[src/hdl/abcc_pkg.sv]
// Shared types and constants of the alpha blend and colour key compositor.
`timescale 1ns / 1ps

package abcc_pkg;

    localparam int NUM_KEYS    = 4;
    localparam int KEY_IDX_W   = (NUM_KEYS > 1) ? $clog2(NUM_KEYS) : 1;
    localparam int QUEUE_DEPTH = 2;
    localparam int Q_PTR_W     = (QUEUE_DEPTH > 1) ? $clog2(QUEUE_DEPTH) : 1;
    localparam int Q_LEVEL_W   = $clog2(QUEUE_DEPTH + 1);

    localparam int CFG_INDEX_W = 3;
    localparam int CFG_DATA_W  = 24;

    localparam logic [CFG_INDEX_W-1:0] CFG_BPP       = 3'd0;
    localparam logic [CFG_INDEX_W-1:0] CFG_KEY_COUNT = 3'd1;
    localparam logic [CFG_INDEX_W-1:0] CFG_KEY_FIRST = 3'd2;

    localparam logic [2:0] BPP_RESET = 3'd4;
    localparam logic [2:0] BPP_MIN   = 3'd1;
    localparam logic [2:0] BPP_MAX   = 3'd4;
    localparam logic [2:0] BPP_KEYED = 3'd3;

    localparam logic [1:0] OP_SKIP  = 2'd0;
    localparam logic [1:0] OP_COPY  = 2'd1;
    localparam logic [1:0] OP_BLEND = 2'd2;

    localparam logic [7:0] ALPHA_OPAQUE = 8'd255;
    localparam logic [7:0] ALPHA_CLEAR  = 8'd0;

    typedef struct packed {
        logic [7:0] src_red;
        logic [7:0] src_green;
        logic [7:0] src_blue;
        logic [7:0] src_alpha;
        logic [7:0] dst_red;
        logic [7:0] dst_green;
        logic [7:0] dst_blue;
        logic [7:0] dst_alpha;
    } pixel_t;

    typedef struct packed {
        logic       write_enable;
        logic [7:0] out_red;
        logic [7:0] out_green;
        logic [7:0] out_blue;
        logic [7:0] out_alpha;
    } result_t;

    typedef struct packed {
        logic [1:0]  op;
        logic [7:0]  alpha;
        logic [23:0] src_rgb;
        logic [23:0] dst_rgb;
        logic [31:0] base;
    } job_t;

    typedef struct packed {
        logic [Q_LEVEL_W-1:0] level;
        logic                 full;
    } q_status_t;

endpackage

[src/hdl/abcc_front.sv]
// Front end: configuration registers, pixel acceptance and classification.
`timescale 1ns / 1ps

module abcc_front
    import abcc_pkg::*;
(
    input  logic                   clk,
    input  logic                   rst_n,
    input  logic                   cfg_valid,
    input  logic [CFG_INDEX_W-1:0] cfg_index,
    input  logic [CFG_DATA_W-1:0]  cfg_data,
    input  logic                   pixel_valid,
    output logic                   pixel_ready,
    input  pixel_t                 pixel,
    output logic                   job_valid,
    input  logic                   job_ready,
    output job_t                   job
);

    logic [2:0]  bpp_reg;
    logic [2:0]  key_count_reg;
    logic [23:0] key_reg [NUM_KEYS];
    logic        valid_reg;
    job_t        job_reg;
    job_t        job_next;

    logic [2:0]            bpp;
    logic [2:0]            nkeys;
    logic [23:0]           dkey;
    logic                  hit;
    logic                  skip;
    logic                  copy;
    logic [CFG_INDEX_W-1:0] key_sel;

    assign key_sel = cfg_index - CFG_KEY_FIRST;

    always_ff @(posedge clk or negedge rst_n)
    begin
        if (!rst_n)
        begin
            bpp_reg       <= BPP_RESET;
            key_count_reg <= '0;
            for (int i = 0; i < NUM_KEYS; i++)
            begin
                key_reg[i] <= '0;
            end
        end
        else if (cfg_valid)
        begin
            if (cfg_index == CFG_BPP)
            begin
                bpp_reg <= cfg_data[2:0];
            end
            else if (cfg_index == CFG_KEY_COUNT)
            begin
                key_count_reg <= cfg_data[2:0];
            end
            else if (cfg_index >= CFG_KEY_FIRST &&
                     {1'b0, key_sel} < (CFG_INDEX_W + 1)'(NUM_KEYS))
            begin
                key_reg[key_sel[KEY_IDX_W-1:0]] <= cfg_data[23:0];
            end
        end
    end

    always_comb
    begin
        bpp = bpp_reg;
        if (bpp_reg < BPP_MIN)
        begin
            bpp = BPP_MIN;
        end
        else if (bpp_reg > BPP_MAX)
        begin
            bpp = BPP_MAX;
        end
        nkeys = (key_count_reg > 3'(NUM_KEYS)) ? 3'(NUM_KEYS) : key_count_reg;
        dkey  = {pixel.dst_blue, pixel.dst_green, pixel.dst_red};
        hit   = 1'b0;
        for (int i = 0; i < NUM_KEYS; i++)
        begin
            if (3'(i) < nkeys && key_reg[i] == dkey)
            begin
                hit = 1'b1;
            end
        end
        skip = (bpp == BPP_MAX && pixel.src_alpha == ALPHA_CLEAR) ||
               (bpp >= BPP_KEYED && hit);
        copy = (bpp <= BPP_KEYED) || (pixel.src_alpha == ALPHA_OPAQUE);

        job_next.alpha   = pixel.src_alpha;
        job_next.src_rgb = {pixel.src_blue, pixel.src_green, pixel.src_red};
        job_next.dst_rgb = dkey;
        job_next.base    = {pixel.dst_alpha, pixel.dst_blue, pixel.dst_green, pixel.dst_red};
        if (skip)
        begin
            job_next.op = OP_SKIP;
        end
        else if (copy)
        begin
            job_next.op = OP_COPY;
            job_next.base[7:0] = pixel.src_red;
            if (bpp >= 3'd2)
            begin
                job_next.base[15:8] = pixel.src_green;
            end
            if (bpp >= 3'd3)
            begin
                job_next.base[23:16] = pixel.src_blue;
            end
            if (bpp >= 3'd4)
            begin
                job_next.base[31:24] = pixel.src_alpha;
            end
        end
        else
        begin
            job_next.op = OP_BLEND;
        end
    end

    assign pixel_ready = !valid_reg || job_ready;

    always_ff @(posedge clk or negedge rst_n)
    begin
        if (!rst_n)
        begin
            valid_reg <= 1'b0;
        end
        else if (pixel_ready)
        begin
            valid_reg <= pixel_valid;
        end
    end

    always_ff @(posedge clk)
    begin
        if (pixel_ready && pixel_valid)
        begin
            job_reg <= job_next;
        end
    end

    assign job_valid = valid_reg;
    assign job       = job_reg;

endmodule

[src/hdl/abcc_queue.sv]
// Short queue of classified items between the front and back ends.
`timescale 1ns / 1ps

module abcc_queue
    import abcc_pkg::*;
(
    input  logic      clk,
    input  logic      rst_n,
    input  logic      push_valid,
    output logic      push_ready,
    input  job_t      push_job,
    output logic      pop_valid,
    input  logic      pop_ready,
    output job_t      pop_job,
    output q_status_t status
);

    job_t                 mem [QUEUE_DEPTH];
    logic [Q_PTR_W-1:0]   wr_ptr_reg;
    logic [Q_PTR_W-1:0]   rd_ptr_reg;
    logic [Q_LEVEL_W-1:0] level_reg;
    logic                 push;
    logic                 pop;

    assign push_ready = level_reg < Q_LEVEL_W'(QUEUE_DEPTH);
    assign pop_valid  = level_reg != '0;
    assign push       = push_valid && push_ready;
    assign pop        = pop_valid && pop_ready;
    assign pop_job    = mem[rd_ptr_reg];

    always_ff @(posedge clk or negedge rst_n)
    begin
        if (!rst_n)
        begin
            wr_ptr_reg <= '0;
            rd_ptr_reg <= '0;
            level_reg  <= '0;
        end
        else
        begin
            if (push)
            begin
                wr_ptr_reg <= (wr_ptr_reg == Q_PTR_W'(QUEUE_DEPTH - 1)) ? '0 : wr_ptr_reg + 1'b1;
            end
            if (pop)
            begin
                rd_ptr_reg <= (rd_ptr_reg == Q_PTR_W'(QUEUE_DEPTH - 1)) ? '0 : rd_ptr_reg + 1'b1;
            end
            if (push && !pop)
            begin
                level_reg <= level_reg + 1'b1;
            end
            else if (pop && !push)
            begin
                level_reg <= level_reg - 1'b1;
            end
        end
    end

    always_ff @(posedge clk)
    begin
        if (push)
        begin
            mem[wr_ptr_reg] <= push_job;
        end
    end

    assign status.level = level_reg;
    assign status.full  = !push_ready;

endmodule

[src/hdl/abcc_back.sv]
// Back end: blend arithmetic in two stages, the product stage and the result register.
`timescale 1ns / 1ps

module abcc_back
    import abcc_pkg::*;
(
    input  logic    clk,
    input  logic    rst_n,
    input  logic    job_valid,
    output logic    job_ready,
    input  job_t    job,
    output logic    result_valid,
    input  logic    result_ready,
    output result_t result
);

    logic        s1_valid_reg;
    logic [1:0]  s1_op_reg;
    logic [31:0] s1_base_reg;
    logic [15:0] s1_sum_reg [3];
    logic [15:0] s1_sum_next [3];

    logic        out_valid_reg;
    result_t     out_reg;
    result_t     out_next;

    logic        out_free;
    logic [7:0]  inv_alpha;
    logic [16:0] q_wide [3];

    assign inv_alpha = ALPHA_OPAQUE - job.alpha;
    assign out_free  = !out_valid_reg || result_ready;
    assign job_ready = !s1_valid_reg || out_free;

    always_comb
    begin
        for (int c = 0; c < 3; c++)
        begin
            s1_sum_next[c] = ({8'd0, job.alpha} * {8'd0, job.src_rgb[8*c +: 8]}) +
                             ({8'd0, inv_alpha} * {8'd0, job.dst_rgb[8*c +: 8]});
        end
    end

    // floor(x / 255) for x up to 255 * 255 without a divider.
    always_comb
    begin
        for (int c = 0; c < 3; c++)
        begin
            q_wide[c] = {1'b0, s1_sum_reg[c]} + 17'd1 + {9'd0, s1_sum_reg[c][15:8]};
        end
        out_next.write_enable = s1_op_reg != OP_SKIP;
        if (s1_op_reg == OP_BLEND)
        begin
            out_next.out_red   = q_wide[0][15:8];
            out_next.out_green = q_wide[1][15:8];
            out_next.out_blue  = q_wide[2][15:8];
            out_next.out_alpha = ALPHA_OPAQUE;
        end
        else
        begin
            out_next.out_red   = s1_base_reg[7:0];
            out_next.out_green = s1_base_reg[15:8];
            out_next.out_blue  = s1_base_reg[23:16];
            out_next.out_alpha = s1_base_reg[31:24];
        end
    end

    always_ff @(posedge clk or negedge rst_n)
    begin
        if (!rst_n)
        begin
            s1_valid_reg  <= 1'b0;
            out_valid_reg <= 1'b0;
        end
        else
        begin
            if (job_ready)
            begin
                s1_valid_reg <= job_valid;
            end
            if (out_free)
            begin
                out_valid_reg <= s1_valid_reg;
            end
        end
    end

    always_ff @(posedge clk)
    begin
        if (job_ready && job_valid)
        begin
            s1_op_reg   <= job.op;
            s1_base_reg <= job.base;
            for (int c = 0; c < 3; c++)
            begin
                s1_sum_reg[c] <= s1_sum_next[c];
            end
        end
        if (out_free && s1_valid_reg)
        begin
            out_reg <= out_next;
        end
    end

    assign result_valid = out_valid_reg;
    assign result       = out_reg;

endmodule

[src/hdl/alpha_blend_color_key_compositor.sv]
// Top level of the per-pixel alpha blend and colour key compositor.
// Each item on the pixel channel carries a source and a destination RGBA pixel;
// each item on the result channel carries a write enable and the new pixel.
// Both channels use valid and ready; an item moves when both are high.
// The configuration channel writes one register per item: index 0 is bytes
// per pixel, 1 the key count and 2 to 5 the protected colours. It is always
// ready and is only to be written while no pixel item is in flight.
// A pixel item passes a classification register, a two-entry queue, a stage
// holding the alpha products and the result register, in that order. While
// result_ready is high, one item is accepted and one result delivered per
// cycle; the products are formed by one multiplier pair per colour channel
// ahead of the product stage.
// When the receiver stalls, the result register, the product stage and the
// queue fill in turn before pixel_ready falls, so the front and back ends
// hold their items independently.
// Reset empties every stage and the queue and restores four bytes per pixel,
// no keys in use and all protected colours at zero.
`timescale 1ns / 1ps

module alpha_blend_color_key_compositor
    import abcc_pkg::*;
(
    input  logic                   clk,
    input  logic                   rst_n,
    input  logic                   cfg_valid,
    output logic                   cfg_ready,
    input  logic [CFG_INDEX_W-1:0] cfg_index,
    input  logic [CFG_DATA_W-1:0]  cfg_data,
    input  logic                   pixel_valid,
    output logic                   pixel_ready,
    input  pixel_t                 pixel,
    output logic                   result_valid,
    input  logic                   result_ready,
    output result_t                result
);

    logic      front_valid;
    logic      front_ready;
    job_t      front_job;
    logic      back_valid;
    logic      back_ready;
    job_t      back_job;
    q_status_t q_status;

    assign cfg_ready = 1'b1;

    abcc_front u_front
    (
        .clk         (clk),
        .rst_n       (rst_n),
        .cfg_valid   (cfg_valid),
        .cfg_index   (cfg_index),
        .cfg_data    (cfg_data),
        .pixel_valid (pixel_valid),
        .pixel_ready (pixel_ready),
        .pixel       (pixel),
        .job_valid   (front_valid),
        .job_ready   (front_ready),
        .job         (front_job)
    );

    abcc_queue u_queue
    (
        .clk        (clk),
        .rst_n      (rst_n),
        .push_valid (front_valid),
        .push_ready (front_ready),
        .push_job   (front_job),
        .pop_valid  (back_valid),
        .pop_ready  (back_ready),
        .pop_job    (back_job),
        .status     (q_status)
    );

    abcc_back u_back
    (
        .clk          (clk),
        .rst_n        (rst_n),
        .job_valid    (back_valid),
        .job_ready    (back_ready),
        .job          (back_job),
        .result_valid (result_valid),
        .result_ready (result_ready),
        .result       (result)
    );

    // The queue never holds more items than it has entries.
    assert property (@(posedge clk) disable iff (!rst_n)
        q_status.level <= Q_LEVEL_W'(QUEUE_DEPTH))
        else $error("queue level above its depth");

    // An accepted pixel item is held in the front register on the next cycle.
    assert property (@(posedge clk) disable iff (!rst_n)
        pixel_valid && pixel_ready |=> front_valid)
        else $error("accepted item lost in the front end");

    // A full queue with a waiting classified item must stall the pixel channel.
    assert property (@(posedge clk) disable iff (!rst_n)
        q_status.full && front_valid |-> !pixel_ready)
        else $error("pixel accepted while the front end is blocked");

    // A stalled front item must remain in place.
    assert property (@(posedge clk) disable iff (!rst_n)
        front_valid && !front_ready |=> front_valid && $stable(front_job))
        else $error("front item changed while stalled");

endmodule
[config.mk]
export PLATFORM = sky130hd
export DESIGN_NAME = alpha_blend_color_key_compositor
export DESIGN_NICKNAME = d
export VERILOG_FILES = /design/src/hdl/abcc_pkg.sv /design/src/hdl/abcc_front.sv /design/src/hdl/abcc_queue.sv /design/src/hdl/abcc_back.sv /design/src/hdl/alpha_blend_color_key_compositor.sv
export SDC_FILE = /design/constraint.sdc
export NUM_CORES = 1
export LEC_CHECK = 0
export CAP_MARGIN = 20
export CORE_MARGIN = 2
export CORE_UTILIZATION = 45
export DETAILED_ROUTE_END_ITERATION = 16
export DONT_BUFFER_PORTS = 1
export SLEW_MARGIN = 20
export SYNTH_ARGS = -nofsm -noshare
export SYNTH_HDL_FRONTEND = slang
export SYNTH_SLANG_ARGS = --single-unit
[constraint.sdc]
create_clock -name clk -period 6.7 [get_ports clk]
set_input_delay 1.005 -clock clk [delete_from_list [all_inputs] [get_ports clk]]
set_output_delay 1.005 -clock clk [all_outputs]
set_load 0.01 [all_outputs]
Word-level counts from Yosys, hierarchy flattened
Memories as Yosys holds them, arrays and structs flattened.
Cells that the tools add are included.
W data, S select, Z words.

word-level totals
  register bits = 266
  memory bits (writable) = 228
  input bits = 96
  logic and storage cells = 131
  memories = 2

memory list
  name               words  width  read ports  clocked after memory_dff  wr ports  line              source
  u_queue.mem        2      90     1           0                         1         abcc_queue.sv:18  job_t mem [QUEUE_DEPTH];
  u_back.s1_sum_reg  3      16     3           0                         3         abcc_back.sv:20   logic [15:0] s1_sum_reg [3];

cells by class
  add/sub/neg operators = 15
  $mul = 6
  magnitude comparators = 16
  eq/ne operators = 8
  multiplexer cells = 25
  bitwise logic cells = 3
  reductions and logical operators = 32

operators with widths
  operator                 count
  $bwmux W96               1
  $eq A24 B24 Y1           4
  $mul A8 B8 Y16           6
  $mux W32                 3
  $add A16 B1 Y16 const B  3
  $add A16 B16 Y16         3
  $add A16 B8 Y16          3
  $demux W24 S2            1
  $mux W24                 1
  $mux W8                  3
  $logic_and A1 B1 Y1      14
  $mux W1                  10
  $ge A3 B2 Y1 const B     3
  $mux W3                  3
  $eq A8 B8 Y1 const B     1
  $logic_not A8 Y1         1
  $sub A8 B8 Y8 const A    1
  $ge A3 B3 Y1 const B     2
  $gt A3 B3 Y1 const B     2
  $lt A1 B3 Y1 const A     2
  $lt A2 B3 Y1 const A     2
  $lt A3 B1 Y1 const B     2
  $mux W2                  3
  $reduce_bool A2 Y1       3
  other kinds (18)         28

Depth between registers and ports, before layout
  depth after elaboration = 11
  mapped depth = 25

Hierarchy
Synthesis repeated with hierarchy kept, for this count alone.

second synthesis, totals
  cell total of the unflattened synthesis = 2652
  area total of the unflattened synthesis = 33180.6 sq um

by module, submodules not included
  module                            instances  cells each  area an instance (sq um)  sequential area each (sq um)
  abcc_back                         1          1791        17900.9                   3503.4
  abcc_front                        1          561         8514.4                    5281.3
  abcc_queue                        1          298         6754.0                    5505.3
  alpha_blend_color_key_compositor  1          2           11.3                      0.0

Worst setup path after synthesis
No wires, ideal clock.

  path type = reg-to-reg
  from = register u_queue.rd_ptr_reg
  to = memory u_back.s1_sum_reg[1][15] (netlist: u_back.s1_sum_reg[0][31]) (data pin)
  setup time = 0.268 ns
  data arrival time = 6.320 ns
  required time = 6.432 ns
  path slack = 0.112 ns
  stages on the path, launching flop included = 23
  buffers on the path = 3
  path through = dfrtp_1 clkbuf_1 buf_1 clkbuf_1 mux2i_1 nor2_1 fa_1 inv_1 fa_1 inv_1 fa_1 fa_1 fa_1 inv_1 fa_1 inv_1 ha_1 or2_2 a21oi_1 a21oi_1 a21o_1 o41ai_1 xnor2_1

RTL lines
  element                 line              source
  start, declared         abcc_queue.sv:20  logic [Q_PTR_W-1:0] rd_ptr_reg;
  start signal, assigned  abcc_queue.sv:47  rd_ptr_reg <= (rd_ptr_reg == Q_PTR_W'(QUEUE_DEPTH - 1)) ? '0 : rd_ptr_reg + 1'b1;
  end, declared           abcc_back.sv:20

==> impl_metrics.ini <==
[cells_and_area]
largest_reg_flops = 180
stdcell_count = 3727
nFillCells = 6302
final_layout_size_suffix_gt1_share_pct = 14.1
num_antenna_cells = 0
stdcell_area_sq_um = 35900
syn_to_final_growth_pct = 10.1
fin_nets = 3327

[synth]
synthCells = 2690
yosys_warnings = 0
synth_edf_count = 385
ys.flop_type = edfxtp_1
yosys.area.top_type = edfxtp_1
synth_area_leaders = edfxtp_1, fa_1, dfrtp_1, ha_1, mux2_2
netlist_area_sq_um = 32600
ys_types = 56
yosysTopAreaCellShare_pct = 35.5
ys_seq_area_share_pct = 43.8
ys_async_sr_fraction_pct = 22.1
avgSynthCellArea_sq_um = 12.1
ys_ff_latch = 494

[clock_tree]
cts_max_path_buffers = 3
htreeDepth = 2
clock_sinks = 494
cts_hold_buf = 0
clk_latency_ns = 0.61
post_cts_resized = 0
clk_pin_slew_ns = 0.06
cts-buffers-inserted = 51
post_cts_buffers = 0
cts_root_buf = clkbuf_16
cts_tree = yes

[timing]
slew_headroom_pct = 31.0
final-hold-violation-count = 0
slew_violations = 0
finalSetupViolCount = 0
fin_skew_ns = 0.0194
fin_crit_sh_pct = 95.8
finalSetupTns_ns = 0
tightest_slew_ns = 1.03
max_freq_ghz = 0.156
min_period_ns = 6.42

[critical_path]
regToRegSetupSlack_ns = 0.28
reg2reg_depth = 21
worst_r2r_startpoint = u_queue.rd_ptr_reg$_DFFE_PN0P_
worstSetupPathType = reg -> reg
worst_setup_path_start_kind = flip-flop
r2r-end = u_back.s1_sum_reg[0][14]$_DFFE_PP_
cp.arrival_ns = 6.90
crit_required_ns = 7.17
end_kind = flip-flop
crit_fanout = 14

[routing]
drc = 0
post_drt_wl_per_cell_um = 21.3
wl_met1_mm = 33.9
first_pass_iters = 7
wl_met3_mm = 5.29
drt_iter0_drc = 1234
drt_wl_total_mm = 79.3
vias_per_cell = 5.20
vias = 19400
drtAntennaViolNets = 0
dr_wl_met2_mm = 37.7
highest_layer = met4

[min_path]
hold_class = in -> async

[die]
row_count = 98
io_pins = 132
die_w_um = 273
fp.dieH_um = 273
core-area_sq_um = 71600
die_area_sq_um = 74600
initial_core_util_pct = 45.5

[global_route]
grt_overflow = 0
grt_pass1_vias = 20600
grt_pass1_wl_mm = 122
antenna_found_initial = 1
grt_max_degree = 110
grt_use_total_pct = 21.6

[placed_design]
hpwl_mm = 61.9
placed_cells = 3630
placed_area_sq_um = 34100
globalplace.congestion = 0.911
portBuffers = 0

[flow_run]
max_cap_violations = 0

[outcome]
outcome = complete, no violations
## cells in the final DEF (no fill, tap or decap), types with 9 or more instances in the layout
master,count
o21a_1,11
a21o_1,9
mux2i_1,49
o21ai_0,38
inv_1,427
dfrtp_1,107
mux2_2,193
nor3_1,15
nand4_1,20
and3_1,9
clkbuf_1,9
xnor2_1,60
buf_4,73
clkbuf_16,52
clkinv_2,9
fa_1,288
ha_1,209
xor2_1,108
or2_2,15
nor4_1,35
a211oi_1,10
a21oi_1,28
edfxtp_1,385
nand2_1,173
nor2_1,271
nand3_1,23
bufinv_16,9
nand2b_1,38
clkinv_1,11
## cell families (layout without fill, tap and decap cells)
family | count (synthesis) | count (layout) | share of synthesized area [%]
simple gates | 628 | 628 | 8.57
buf+inv | 516 | 601 | 6.03
fa+ha+maj | 497 | 497 | 25.7
flops | 494 | 494 | 43.8
mux | 256 | 256 | 8.72
xor+xnor | 170 | 170 | 4.61
compound gates | 127 | 127 | 2.52
other cells | 2 | 4 | 0.0230
## cells in the mapped netlist (all sizes together), types with 5 or more instances
cell    instances
and3            9
edfxtp        385
or2            15
xor2          108
nand2         173
o21bai          5
nand4          20
fa            288
nor3           15
ha            209
inv           428
a21o            9
mux2i          55
nor2b           5
a21oi          29
o22ai           5
mux2          201
xnor2          62
nor2          273
o21ai          39
clkbuf         65
a211oi         10
and2            7
nor4           35
dfrtp         108
nand3          23
nand2b         39
buf            23
o21a           11
## routing by layer
layer  up-vias  GRT usage (%)
met3       117           4.47
met4         0           6.49
met1      9817           28.8
met2       512           35.7
li1       8940              -
met5         -              0
## stage by stage
stage | utilization, % | setup WS, ns | hold slack (ns)
4_1_cts | 50.1 | 0.191 | 0.0597
3_5_place_dp | 47.6 | 0.197 | 0.429
3_3_place_gp | 47.6 | 0.252 | 0.423
5_1_grt | 50.1 | -0.00192 | 0.0612
2_1_floorplan | - | 0.112 | 0.421
6_report | 50.1 | 0.278 | 0.0941
## cell type report
type,instances,area [sq um],area share [%]
repair buffers,77,619,1.72
clock buffers,61,1340,3.72
flip-flops and latches,494,14300,39.8
clock inverters,35,443,1.23
well taps,950,1190,3.31
multi-input cells,1682,16400,45.7
inverters,428,1610,4.48
## critical path, cell delays in order, from the launching register on
cell,delay (ns)
dfrtp_4,0.60
mux2_2,0.52
buf_4,0.32
nand2_1,0.11
fa_1,0.56
inv_1,0.04
ha_1,0.27
inv_1,0.05
fa_1,0.49
inv_1,0.05
fa_1,0.53
inv_1,0.05
fa_1,0.48
inv_1,0.05
fa_1,0.44
ha_1,0.32
a21oi_1,0.23
o21bai_1,0.09
a21oi_1,0.35
o211ai_1,0.22
or4_1,0.43
nand3_1,0.10
## worst max-delay path by stage
stage / start / to / slack [ns] / cells past startpoint
2_1_floorplan: u_queue.rd_ptr_reg$_DFFE_PN0P_ / u_back.s1_sum_reg[0][31]$_DFFE_PP_ / 0.11 / 22
3_3_place_gp: u_queue.rd_ptr_reg$_DFFE_PN0P_ / u_back.s1_sum_reg[0][31]$_DFFE_PP_ / 0.25 / 20
3_5_place_dp: u_queue.rd_ptr_reg$_DFFE_PN0P_ / u_back.s1_sum_reg[0][14]$_DFFE_PP_ / 0.20 / 21
4_1_cts: u_queue.rd_ptr_reg$_DFFE_PN0P_ / u_back.s1_sum_reg[0][14]$_DFFE_PP_ / 0.19 / 21
5_1_grt: u_queue.rd_ptr_reg$_DFFE_PN0P_ / u_back.s1_sum_reg[0][47]$_DFFE_PP_ / -0.002 / 21
6_report: u_queue.rd_ptr_reg$_DFFE_PN0P_ / u_back.s1_sum_reg[0][14]$_DFFE_PP_ / 0.28 / 21
Power is not shown: default switching activity piles up to over one toggle a cycle in this logic, so the estimate is an artifact.
